**src/design/mio_pkg.sv**
```systemverilog
// Shared constants, types and controller/datapath interface structs
// for the Miller index orbit generator. No dependencies.
package mio_pkg;

  localparam int MAX_INDEX  = 255;
  localparam int COEF_W     = 16;
  localparam int IDX_W      = $clog2(MAX_INDEX + 1);
  localparam int VEC_W      = IDX_W + 1;
  localparam int OUT_IDX_W  = 9;
  localparam int NORM_W     = 16;
  localparam int REG_W      = 48;
  localparam int NUM_REGS   = 6;
  localparam int CFG_IDX_W  = $clog2(NUM_REGS);
  localparam int ROW_W      = (3 * COEF_W > REG_W) ? 3 * COEF_W : REG_W;
  localparam int P_W        = COEF_W + VEC_W + 2;
  localparam int S_W        = 2 * P_W + 2;
  localparam int ROOT_STEPS = (S_W + 1) / 2;
  localparam int R_W        = ROOT_STEPS;
  localparam int FRAC_W     = 15;
  localparam int Q_W        = 16;
  localparam int NUM_W      = P_W + Q_W;
  localparam int DIV_STEPS  = Q_W;
  localparam int CNT_MAX    = (ROOT_STEPS > DIV_STEPS + 1) ? ROOT_STEPS : DIV_STEPS + 1;
  localparam int CNT_W      = $clog2(CNT_MAX + 1);
  localparam int NUM_POS    = 6;
  localparam int POS_W      = $clog2(NUM_POS);
  localparam int ORB_W      = 6;

  localparam logic [REG_W-1:0] ROW0_RST = 48'd4096;
  localparam logic [REG_W-1:0] ROW1_RST = 48'd268435456;
  localparam logic [REG_W-1:0] ROW2_RST = 48'd17592186044416;

  typedef struct packed {
    logic       adv;
    logic       gcd_load2;
    logic       gcd_step;
    logic       scan_clr;
    logic       scan_next;
    logic       vec_load;
    logic       prod;
    logic       sq;
    logic       root_init;
    logic       root_step;
    logic       div_init;
    logic       div_step;
    logic       div_store;
    logic       emit_done;
    logic [1:0] part;
    logic       side;
  } mio_cmd_t;

  typedef struct packed {
    logic over_max;
    logic gcd_zero;
    logic gcd_one;
    logic combo_ok;
    logic last;
  } mio_stat_t;

endpackage

```
**src/design/mio_ctrl.sv**
```systemverilog
// Sequencer for the orbit generator: steps gcd, orbit scan, normalization, emit.
// Depends on mio_pkg.
module mio_ctrl (
  input  logic               clk,
  input  logic               rst_n,
  input  logic               in_valid,
  input  logic               in_step,
  output logic               in_stall,
  output logic               out_valid,
  input  logic               out_stall,
  input  mio_pkg::mio_stat_t stat,
  output mio_pkg::mio_cmd_t  cmd
);
  import mio_pkg::*;

  typedef enum logic [8:0] {
    S_IDLE = 9'b000000001,
    S_GCD1 = 9'b000000010,
    S_GCD2 = 9'b000000100,
    S_SCAN = 9'b000001000,
    S_PROD = 9'b000010000,
    S_SQ   = 9'b000100000,
    S_ROOT = 9'b001000000,
    S_DIV  = 9'b010000000,
    S_EMIT = 9'b100000000
  } state_t;

  state_t           state_r, state_nxt;
  logic [CNT_W-1:0] cnt_r, cnt_nxt;
  logic [1:0]       part_r, part_nxt;
  logic             side_r, side_nxt;

  always_ff @(posedge clk) begin
    if (!rst_n) begin
      state_r <= S_IDLE;
      cnt_r   <= '0;
      part_r  <= '0;
      side_r  <= 1'b0;
    end else begin
      state_r <= state_nxt;
      cnt_r   <= cnt_nxt;
      part_r  <= part_nxt;
      side_r  <= side_nxt;
    end
  end

  always_comb begin
    state_nxt = state_r;
    cnt_nxt   = cnt_r;
    part_nxt  = part_r;
    side_nxt  = side_r;
    cmd       = '0;
    cmd.part  = part_r;
    cmd.side  = side_r;
    in_stall  = 1'b1;
    out_valid = 1'b0;
    case (state_r)
      S_IDLE: begin
        in_stall = 1'b0;
        if (in_valid && in_step && !stat.over_max) begin
          cmd.adv   = 1'b1;
          state_nxt = S_GCD1;
        end
      end
      S_GCD1: begin
        if (stat.gcd_zero) begin
          cmd.gcd_load2 = 1'b1;
          state_nxt     = S_GCD2;
        end else begin
          cmd.gcd_step = 1'b1;
        end
      end
      S_GCD2: begin
        if (stat.gcd_zero) begin
          if (stat.gcd_one) begin
            cmd.scan_clr = 1'b1;
            state_nxt    = S_SCAN;
          end else begin
            state_nxt = S_IDLE;
          end
        end else begin
          cmd.gcd_step = 1'b1;
        end
      end
      S_SCAN: begin
        if (stat.combo_ok) begin
          cmd.vec_load = 1'b1;
          part_nxt     = '0;
          side_nxt     = 1'b0;
          state_nxt    = S_PROD;
        end else begin
          cmd.scan_next = 1'b1;
        end
      end
      S_PROD: begin
        cmd.prod = 1'b1;
        if (part_r == 2'd2) begin
          part_nxt  = '0;
          state_nxt = S_SQ;
        end else begin
          part_nxt = part_r + 2'd1;
        end
      end
      S_SQ: begin
        cmd.sq = 1'b1;
        if (part_r == 2'd2) begin
          part_nxt  = '0;
          cnt_nxt   = '0;
          state_nxt = S_ROOT;
        end else begin
          part_nxt = part_r + 2'd1;
        end
      end
      S_ROOT: begin
        if (cnt_r == '0) cmd.root_init = 1'b1;
        else             cmd.root_step = 1'b1;
        if (cnt_r == CNT_W'(ROOT_STEPS)) begin
          cnt_nxt   = '0;
          state_nxt = S_DIV;
        end else begin
          cnt_nxt = cnt_r + CNT_W'(1);
        end
      end
      S_DIV: begin
        if (cnt_r == '0)                          cmd.div_init  = 1'b1;
        else if (cnt_r == CNT_W'(DIV_STEPS + 1)) cmd.div_store = 1'b1;
        else                                      cmd.div_step  = 1'b1;
        if (cnt_r == CNT_W'(DIV_STEPS + 1)) begin
          cnt_nxt = '0;
          if (part_r == 2'd2) begin
            part_nxt = '0;
            if (side_r) begin
              state_nxt = S_EMIT;
            end else begin
              side_nxt  = 1'b1;
              state_nxt = S_PROD;
            end
          end else begin
            part_nxt = part_r + 2'd1;
          end
        end else begin
          cnt_nxt = cnt_r + CNT_W'(1);
        end
      end
      S_EMIT: begin
        out_valid = 1'b1;
        if (!out_stall) begin
          cmd.emit_done = 1'b1;
          if (stat.last) begin
            state_nxt = S_IDLE;
          end else begin
            cmd.scan_next = 1'b1;
            state_nxt     = S_SCAN;
          end
        end
      end
      default: state_nxt = S_IDLE;
    endcase
  end

endmodule

```
**src/design/mio_dp.sv**
```systemverilog
// Datapath: index triple, gcd, orbit scan, matrix products, root and divider.
// Depends on mio_pkg.
module mio_dp (
  input  logic                                   clk,
  input  logic                                   rst_n,
  input  logic                                   cfg_we,
  input  logic [mio_pkg::CFG_IDX_W-1:0]          cfg_idx,
  input  logic [mio_pkg::REG_W-1:0]              cfg_wdata,
  input  mio_pkg::mio_cmd_t                      cmd,
  output mio_pkg::mio_stat_t                     stat,
  output logic signed [mio_pkg::OUT_IDX_W-1:0]   out_idx_h,
  output logic signed [mio_pkg::OUT_IDX_W-1:0]   out_idx_k,
  output logic signed [mio_pkg::OUT_IDX_W-1:0]   out_idx_l,
  output logic signed [mio_pkg::NORM_W-1:0]      out_real_x,
  output logic signed [mio_pkg::NORM_W-1:0]      out_real_y,
  output logic signed [mio_pkg::NORM_W-1:0]      out_real_z,
  output logic signed [mio_pkg::NORM_W-1:0]      out_recip_x,
  output logic signed [mio_pkg::NORM_W-1:0]      out_recip_y,
  output logic signed [mio_pkg::NORM_W-1:0]      out_recip_z,
  output logic                                   out_last
);
  import mio_pkg::*;

  function automatic logic signed [COEF_W-1:0] coef_of(input logic [REG_W-1:0] row,
                                                      input logic [1:0] j);
    logic [ROW_W-1:0] ext;
    ext = ROW_W'(row);
    return ext[j * COEF_W +: COEF_W];
  endfunction

  // configuration and index state
  logic [REG_W-1:0] cfg_r [NUM_REGS];
  logic [IDX_W-1:0] h_r, k_r, l_r;
  logic [IDX_W-1:0] ga_r, gb_r;
  logic [POS_W-1:0] ci_r, cj_r, cm_r;
  logic [ORB_W-1:0] emit_cnt_r;

  // payload
  logic signed [VEC_W-1:0]  vec_r [3];
  logic signed [P_W-1:0]    p_r [3];
  logic [S_W-1:0]           s_r, rem_r, res_r, bit_r;
  logic [R_W-1:0]           drem_r;
  logic [Q_W-1:0]           dlow_r, q_r;
  logic signed [NORM_W-1:0] nrm_r [2][3];

  // next triple
  logic [IDX_W:0] nh_w, nk_w, nl_w;
  always_comb begin
    nh_w = {1'b0, h_r};
    nk_w = {1'b0, k_r};
    nl_w = {1'b0, l_r} + 1'b1;
    if (nl_w > nk_w) begin
      nk_w = nk_w + 1'b1;
      nl_w = '0;
    end
    if (nk_w > nh_w) begin
      nh_w = nh_w + 1'b1;
      nk_w = '0;
    end
  end

  // candidate values in ascending order: -h -k -l l k h
  logic [IDX_W-1:0]        mg_w  [NUM_POS];
  logic signed [VEC_W-1:0] val_w [NUM_POS];
  logic                    skip_w [NUM_POS];
  always_comb begin
    mg_w[0] = h_r; mg_w[1] = k_r; mg_w[2] = l_r;
    mg_w[3] = l_r; mg_w[4] = k_r; mg_w[5] = h_r;
    for (int p = 0; p < NUM_POS; p++) begin
      if (p < 3) val_w[p] = -$signed({1'b0, mg_w[p]});
      else       val_w[p] = $signed({1'b0, mg_w[p]});
    end
    skip_w[0] = 1'b0;
    for (int p = 1; p < NUM_POS; p++) skip_w[p] = (val_w[p] == val_w[p-1]);
  end

  logic [IDX_W-1:0] sa_w, sb_w, sc_w, st_w;
  always_comb begin
    sa_w = mg_w[ci_r];
    sb_w = mg_w[cj_r];
    sc_w = mg_w[cm_r];
    st_w = '0;
    if (sa_w < sb_w) begin st_w = sa_w; sa_w = sb_w; sb_w = st_w; end
    if (sb_w < sc_w) begin st_w = sb_w; sb_w = sc_w; sc_w = st_w; end
    if (sa_w < sb_w) begin st_w = sa_w; sa_w = sb_w; sb_w = st_w; end
  end

  // orbit size: distinct orderings times sign choices of nonzero parts
  logic [ORB_W-1:0] perms_w, n_w;
  logic [1:0]       nz_w;
  always_comb begin
    if (h_r != k_r && k_r != l_r)      perms_w = ORB_W'(6);
    else if (h_r == k_r && k_r == l_r) perms_w = ORB_W'(1);
    else                               perms_w = ORB_W'(3);
    nz_w = 2'(h_r != '0) + 2'(k_r != '0) + 2'(l_r != '0);
    n_w  = perms_w << nz_w;
  end

  // row product
  logic [CFG_IDX_W-1:0]            rsel_w;
  logic signed [COEF_W+VEC_W-1:0]  pr_w [3];
  logic signed [P_W-1:0]           psum_w;
  always_comb begin
    rsel_w = cmd.side ? CFG_IDX_W'(cmd.part) + CFG_IDX_W'(3) : CFG_IDX_W'(cmd.part);
    for (int j = 0; j < 3; j++) pr_w[j] = coef_of(cfg_r[rsel_w], 2'(j)) * vec_r[j];
    psum_w = P_W'(pr_w[0]) + P_W'(pr_w[1]) + P_W'(pr_w[2]);
  end

  // magnitudes, halved when any reaches 2^31
  logic [P_W-1:0] mag_w [3];
  logic [P_W-1:0] magh_w [3];
  logic           neg_w [3];
  logic           big_w;
  always_comb begin
    big_w = 1'b0;
    for (int i = 0; i < 3; i++) begin
      neg_w[i] = p_r[i][P_W-1];
      mag_w[i] = neg_w[i] ? -p_r[i] : p_r[i];
      if (64'(mag_w[i]) >= 64'h8000_0000) big_w = 1'b1;
    end
    for (int i = 0; i < 3; i++) magh_w[i] = big_w ? (mag_w[i] >> 1) : mag_w[i];
  end

  logic [2*P_W-1:0] sq_w;
  assign sq_w = magh_w[cmd.part] * magh_w[cmd.part];

  logic [S_W-1:0] trial_w;
  logic [R_W-1:0] r_w;
  assign trial_w = res_r + bit_r;
  assign r_w     = res_r[R_W-1:0];

  logic [NUM_W-1:0] num_w;
  logic [R_W:0]     dtrial_w;
  logic [Q_W-1:0]   qc_w;
  logic signed [NORM_W-1:0] nval_w;
  always_comb begin
    num_w    = (NUM_W'(magh_w[cmd.part]) << FRAC_W) + NUM_W'(r_w >> 1);
    dtrial_w = {drem_r, dlow_r[Q_W-1]};
    qc_w     = (q_r > Q_W'(32767)) ? Q_W'(32767) : q_r;
    if (s_r == '0)              nval_w = '0;
    else if (neg_w[cmd.part])   nval_w = -$signed(qc_w);
    else                        nval_w = $signed(qc_w);
  end

  always_ff @(posedge clk) begin
    if (!rst_n) begin
      cfg_r[0] <= ROW0_RST; cfg_r[1] <= ROW1_RST; cfg_r[2] <= ROW2_RST;
      cfg_r[3] <= ROW0_RST; cfg_r[4] <= ROW1_RST; cfg_r[5] <= ROW2_RST;
      h_r <= '0; k_r <= '0; l_r <= '0;
      ga_r <= '0; gb_r <= '0;
      ci_r <= '0; cj_r <= '0; cm_r <= '0;
      emit_cnt_r <= '0;
    end else begin
      if (cfg_we && cfg_idx < CFG_IDX_W'(NUM_REGS)) cfg_r[cfg_idx] <= cfg_wdata;
      if (cmd.adv) begin
        h_r  <= nh_w[IDX_W-1:0];
        k_r  <= nk_w[IDX_W-1:0];
        l_r  <= nl_w[IDX_W-1:0];
        ga_r <= nk_w[IDX_W-1:0];
        gb_r <= nl_w[IDX_W-1:0];
      end else if (cmd.gcd_load2) begin
        ga_r <= h_r;
        gb_r <= ga_r;
      end else if (cmd.gcd_step) begin
        if (ga_r >= gb_r) begin
          ga_r <= ga_r - gb_r;
        end else begin
          ga_r <= gb_r;
          gb_r <= ga_r;
        end
      end
      if (cmd.scan_clr) begin
        ci_r <= '0; cj_r <= '0; cm_r <= '0;
        emit_cnt_r <= '0;
      end else if (cmd.scan_next) begin
        if (cm_r == POS_W'(NUM_POS - 1)) begin
          cm_r <= '0;
          if (cj_r == POS_W'(NUM_POS - 1)) begin
            cj_r <= '0;
            ci_r <= ci_r + POS_W'(1);
          end else begin
            cj_r <= cj_r + POS_W'(1);
          end
        end else begin
          cm_r <= cm_r + POS_W'(1);
        end
      end
      if (cmd.emit_done) emit_cnt_r <= emit_cnt_r + ORB_W'(1);
    end
  end

  always_ff @(posedge clk) begin
    if (cmd.vec_load) begin
      vec_r[0] <= val_w[ci_r];
      vec_r[1] <= val_w[cj_r];
      vec_r[2] <= val_w[cm_r];
    end
    if (cmd.prod) p_r[cmd.part] <= psum_w;
    if (cmd.sq) s_r <= ((cmd.part == 2'd0) ? '0 : s_r) + S_W'(sq_w);
    if (cmd.root_init) begin
      rem_r <= s_r;
      res_r <= '0;
      bit_r <= S_W'(1) << (2 * (ROOT_STEPS - 1));
    end else if (cmd.root_step) begin
      if (rem_r >= trial_w) begin
        rem_r <= rem_r - trial_w;
        res_r <= (res_r >> 1) + bit_r;
      end else begin
        res_r <= res_r >> 1;
      end
      bit_r <= bit_r >> 2;
    end
    if (cmd.div_init) begin
      drem_r <= R_W'(num_w[NUM_W-1:Q_W]);
      dlow_r <= num_w[Q_W-1:0];
      q_r    <= '0;
    end else if (cmd.div_step) begin
      if (dtrial_w >= {1'b0, r_w}) begin
        drem_r <= R_W'(dtrial_w - {1'b0, r_w});
        q_r    <= {q_r[Q_W-2:0], 1'b1};
      end else begin
        drem_r <= R_W'(dtrial_w);
        q_r    <= {q_r[Q_W-2:0], 1'b0};
      end
      dlow_r <= dlow_r << 1;
    end
    if (cmd.div_store) nrm_r[cmd.side][cmd.part] <= nval_w;
  end

  always_comb begin
    stat.over_max = (nh_w > (IDX_W+1)'(MAX_INDEX));
    stat.gcd_zero = (gb_r == '0);
    stat.gcd_one  = (ga_r == IDX_W'(1));
    stat.combo_ok = !skip_w[ci_r] && !skip_w[cj_r] && !skip_w[cm_r] &&
                    sa_w == h_r && sb_w == k_r && sc_w == l_r;
    stat.last     = (emit_cnt_r + ORB_W'(1) == n_w);
  end

  assign out_idx_h   = OUT_IDX_W'(vec_r[0]);
  assign out_idx_k   = OUT_IDX_W'(vec_r[1]);
  assign out_idx_l   = OUT_IDX_W'(vec_r[2]);
  assign out_real_x  = nrm_r[0][0];
  assign out_real_y  = nrm_r[0][1];
  assign out_real_z  = nrm_r[0][2];
  assign out_recip_x = nrm_r[1][0];
  assign out_recip_y = nrm_r[1][1];
  assign out_recip_z = nrm_r[1][2];
  assign out_last    = stat.last;

endmodule

```
**src/design/miller_index_orbit_generator_top.sv**
```systemverilog
// Miller index orbit generator, top level. Depends on mio_pkg, mio_ctrl, mio_dp.
// One item at a time; in_stall stays high from an advancing step until its last result is taken,
// or until the gcd rejects the triple. Per step: gcd by subtraction, then a scan over candidate
// vectors, then for each emitted vector two products (real and reciprocal), each through
// multiply, square, root and divide phases, and then the output handshake.
// Reset (rst_n low, synchronous): triple to 0, matrices to 4096 times identity, sequencer to idle.
module miller_index_orbit_generator_top (
  input  logic                                   clk,
  input  logic                                   rst_n,
  // step items
  input  logic                                   in_valid,
  output logic                                   in_stall,
  input  logic                                   in_step,
  // orbit results
  output logic                                   out_valid,
  input  logic                                   out_stall,
  output logic signed [mio_pkg::OUT_IDX_W-1:0]   out_idx_h,
  output logic signed [mio_pkg::OUT_IDX_W-1:0]   out_idx_k,
  output logic signed [mio_pkg::OUT_IDX_W-1:0]   out_idx_l,
  output logic signed [mio_pkg::NORM_W-1:0]      out_real_x,
  output logic signed [mio_pkg::NORM_W-1:0]      out_real_y,
  output logic signed [mio_pkg::NORM_W-1:0]      out_real_z,
  output logic signed [mio_pkg::NORM_W-1:0]      out_recip_x,
  output logic signed [mio_pkg::NORM_W-1:0]      out_recip_y,
  output logic signed [mio_pkg::NORM_W-1:0]      out_recip_z,
  output logic                                   out_last,
  // matrix rows: real 0..2, reciprocal 3..5
  input  logic                                   cfg_we,
  input  logic [mio_pkg::CFG_IDX_W-1:0]          cfg_idx,
  input  logic [mio_pkg::REG_W-1:0]              cfg_wdata
);
  import mio_pkg::*;

  mio_cmd_t  cmd;
  mio_stat_t stat;

  // Sequencer: idle -> gcd -> scan -> (product, squares, root, divide) x2 -> emit.
  // The scan walks the ordered picks from -h -k -l l k h, so vectors come out in
  // ascending order; repeated values are skipped, which removes duplicates.
  mio_ctrl u_ctrl (
    .clk       (clk),
    .rst_n     (rst_n),
    .in_valid  (in_valid),
    .in_step   (in_step),
    .in_stall  (in_stall),
    .out_valid (out_valid),
    .out_stall (out_stall),
    .stat      (stat),
    .cmd       (cmd)
  );

  // Datapath holds the triple, gcd registers, scan position, the row-product and
  // square multipliers, the bitwise square root and the restoring divider.
  // Output fields come from its registers (out_last from a compare on them), stable while stalled.
  mio_dp u_dp (
    .clk         (clk),
    .rst_n       (rst_n),
    .cfg_we      (cfg_we),
    .cfg_idx     (cfg_idx),
    .cfg_wdata   (cfg_wdata),
    .cmd         (cmd),
    .stat        (stat),
    .out_idx_h   (out_idx_h),
    .out_idx_k   (out_idx_k),
    .out_idx_l   (out_idx_l),
    .out_real_x  (out_real_x),
    .out_real_y  (out_real_y),
    .out_real_z  (out_real_z),
    .out_recip_x (out_recip_x),
    .out_recip_y (out_recip_y),
    .out_recip_z (out_recip_z),
    .out_last    (out_last)
  );

endmodule

```
**config.mk**
```make
export PLATFORM = sky130hd
export DESIGN_NAME = miller_index_orbit_generator_top
export DESIGN_NICKNAME = d
export VERILOG_FILES = /design/src/design/mio_pkg.sv /design/src/design/mio_ctrl.sv /design/src/design/mio_dp.sv /design/src/design/miller_index_orbit_generator_top.sv
export SDC_FILE = /design/constraint.sdc
export NUM_CORES = 2
export LEC_CHECK = 0
export BUFFER_PORTS_ARGS = -buffer_cell sky130_fd_sc_hd__buf_4
export CAP_MARGIN = 20
export CORE_MARGIN = 5
export CORE_UTILIZATION = 55
export DETAILED_ROUTE_END_ITERATION = 10
export PLACE_DENSITY_LB_ADDON = 0.2
export SYNTH_ARGS = -nofsm -noshare
export SYNTH_HDL_FRONTEND = slang
export SYNTH_HIERARCHICAL = 1
export SYNTH_SLANG_ARGS = --single-unit
```
**constraint.sdc**
```tcl
create_clock -name clk -period 9.3 [get_ports clk]
set_input_delay 0.465 -clock clk [delete_from_list [all_inputs] [get_ports clk]]
set_output_delay 0.465 -clock clk [all_outputs]
set_load 0.005 [all_outputs]
```
==> reports/qor.csv <==
metric,value,unit
status,"finished, violations left",
violated checks,setup timing,
Mapped Avg Cell Area,9.94,um2
global routing usage on met1,38.8,%
number of synthesized register bits,916,
synth-to-layout area growth,14.9,%
Final Instance Area,104000,um2
ANT nets after route,0,
vias in the first global route,72570,
top cell family by delay on the critical path,adder cells,
M2 GR Usage,52.4,%
Die Span X,416,um
"Clk Latency, worst-skew pair",0.77,ns
max_cap viols,0,
"most used cell, CP",fa_1,
Slew headroom,22.0,%
Worst-Margin Slew,1.17,ns
routed wire length per instance,21.9,um
Via density,5.71,
nets@finish,11552,
fillers,13363,
critical path startpoint category,flop,
"top cells by area, synth","edfxtp_1, fa_1, ha_1",
drt drc,0,
met3 GRT Util,4.23,%
CTS tree,yes,
Post-Place Cell Area,99600,um2
post-synthesis sequential area ratio,28.5,%
aggregate global-route resource usage,30.7,%
crit-path max FO,5,
total power,33.8,mW
DRT iter0 DRCs,5460,
via count,69332,
GR peak layer,met2,
Clock transition at path regs,0.06,ns
Non-Filler Instances,12152,
first-pass GRT wire length,415000,um
Worst setup EP type,flop,
storage element area,25800,um2
share of layout cells above drive strength 1,14.9,%
WP data arrival,9.84,ns
CP required,9.75,ns
Worst Path Buf+Inv,7,
die area,173000,um2
pwr/cell area,325,nW/um2
Max Slew Vio Count,0,
Core ar.,163000,um2
R2R setup slack,-0.09,ns
Hold Path Origin,cfg_idx[2],
# rows,148,
dpl cells,11937,
Hold WC Path Type,in2reg,
"most common cell after layout, fill and taps aside",inv_1,
Pleak,46.3,nW
WHS Endpoint,u_dp/cfg_r[1][28],
Die Y,416,um
Syn Inst Count,9108,
FMAX,0.106,GHz
R2R depth,33,
grt ovf,0,
Main synth FF type,edfxtp_1,
Hold Crit Depth,3,
post-synth top area share,24.6,%
initial antenna violation count,5,
Netlist Area Pre-Place,90500,um2
final setup fails,9,
final hold violation count,0,
Post-Route Skew,0.0599,ns
Final Critical Period,9.39,ns
CTS H-tree depth,3,
Synth area leader,edfxtp_1,
initial cell density of the core,55.5,%
"EDFF count, synth",743,
R2R Path End,u_dp/s_r[38],
Final GP Congestion,0.976,
clock tree buffer depth,3,
RSZ-0062 raised after global routing,true,
final worst slack,-0.0904,ns
most frequent cells in the layout,"inv_1, fa_1, buf_4",
VDD IR max,1.80,mV
count of port buffers added during placement,182,
Top Ports,183,
Synth Warn #,6,
CTS buffer count,100,
part of the cycle the worst path needs,101,%
slowest CP cell,fa_1,
dpl hpwl,210000,um
CTS Sinks,916,
synth unique cells,114,
largest net degree at the start of global routing,194,
ys async rst share,0,%
Setup CP Type,reg2reg,
Pre-antenna DRT Iters,6,
root buf cell,clkbuf_16,
"slowest stage delay, CP",0.60,ns
drt total wl,267000,um
r2r startpoint,u_dp/p_r[2][13],
area of the multi-input gates,58900,um2
==> final cells by class <==
| type | count | area share (%) |
|---|---|---|
| inverters | 1522 | 5.51 |
| repair buffers | 945 | 7.25 |
| diodes | 6 | 0.0144 |
| flip-flops and latches | 916 | 24.8 |
| multi-input cells | 6408 | 56.6 |
| clock inverters | 61 | 0.710 |
| clock buffers | 119 | 2.48 |
| well taps | 2175 | 2.62 |
==> kinds of logic (layout without fill, tap and decap cells) <==
| group | after synthesis | in the layout | share of synthesized area, % |
|---|---|---|---|
| fa+ha+maj | 1602 | 1602 | 31.0 |
| compound gates | 1356 | 1356 | 9.85 |
| simple gates | 2615 | 2615 | 13.9 |
| mux | 289 | 289 | 4.63 |
| xor+xnor | 429 | 429 | 4.16 |
| flops | 916 | 916 | 28.5 |
| other cells | 2 | 123 | 0.00830 |
| buf+inv | 1899 | 2647 | 7.96 |
==> state kept, by name, indices dropped and copies added (netlist names), 5 cells and up <==
signal	count
u_dp/res_r	56
u_dp/rem_r	56
u_dp/emit_cnt_r	6
u_dp/q_r	16
u_dp/vec_r	27
u_dp/h_r	8
u_dp/dlow_r	16
u_dp/p_r	81
u_dp/gb_r	8
u_ctrl/state_r	9
u_dp/l_r	8
u_dp/s_r	56
u_dp/bit_r	28
u_dp/ga_r	8
u_dp/cfg_r	384
u_dp/drem_r	28
u_dp/k_r	8
u_ctrl/cnt_r	5
u_dp/nrm_r	96
==> power by group <==
part	internal (mW)	total [mW]	leakage [nW]	switching [mW]
clock	2.29	4.06	1.60	1.78
sequential	6.40	6.47	8.56	0.0677
combinational	10.1	23.2	36.1	13.1
==> worst max-delay path by stage <==
stage	slack, ns	endpoint	depth (start not counted)	from
2_1_floorplan	0.004	u_dp/p_r[0][26]	34	u_ctrl/part_r[0]
3_3_place_gp	-0.69	u_dp/s_r[54]	37	u_dp/p_r[2][3]
3_5_place_dp	-0.69	u_dp/s_r[54]	37	u_dp/p_r[2][3]
4_1_cts	-0.07	u_dp/s_r[38]	33	u_dp/p_r[1][12]
5_1_grt	-0.42	u_dp/s_r[55]	36	u_dp/p_r[2][6]
6_report	-0.09	u_dp/s_r[38]	33	u_dp/p_r[2][13]
==> what timing repair did <==
action,4_1_cts,5_1_grt
pin swaps,32,63
gates cloned,0,0
buffers inserted,10,17
hold endpoints to repair,2,0
hold buffers,2,0
resized for setup,75,153
setup endpoints to repair,25,84
==> per-layer routing <==
layer | wire (um) | vias up
li1 | - | 31657
met1 | 104000 | 34426
met2 | 130000 | 2587
met3 | 17600 | 662
met4 | 15000 | 0
met5 | 0 | -
==> tightest hold or removal path: cells and delay by family <==
family	cells	cell delay (ns)
and+or+nand+nor	2	0.16
buffers and inverters	1	0.12
==> synth_stat cells (all sizes together), types with 61 or more instances <==
| cell type | number |
|---|---|
| inv | 1510 |
| fa | 1066 |
| nor2 | 860 |
| edfxtp | 743 |
| nand2 | 633 |
| ha | 536 |
| nand2b | 347 |
| o21ai | 320 |
| a21oi | 295 |
| clkbuf | 285 |
| xnor2 | 268 |
| nor2b | 206 |
| dfxtp | 173 |
| mux2i | 162 |
| xor2 | 161 |
| nor3 | 124 |
| mux4 | 101 |
| a21o | 99 |
| buf | 92 |
| a31oi | 87 |
| nand3 | 79 |
| o21a | 70 |
| a211oi | 67 |
| nand4 | 62 |
| nor4 | 62 |
| or3 | 61 |
==> metrics by stage <==
| step | util (%) | hold slack (ns) | setup slack [ns] | TNS (ns) |
|---|---|---|---|---|
| final | 63.8 | 0.0909 | -0.0904 | -0.427 |
| after global routing | 63.7 | 0.0815 | -0.416 | -5.14 |
| after CTS | 63.4 | 0.0319 | -0.0672 | -0.303 |
| after detailed placement | 61.1 | 0.483 | -0.692 | -7.16 |
| after global placement | 61.0 | 0.474 | -0.690 | -6.90 |
| after floorplan | - | 0.457 | 0.00354 | 0 |
Power figures use the tool's default switching activity.
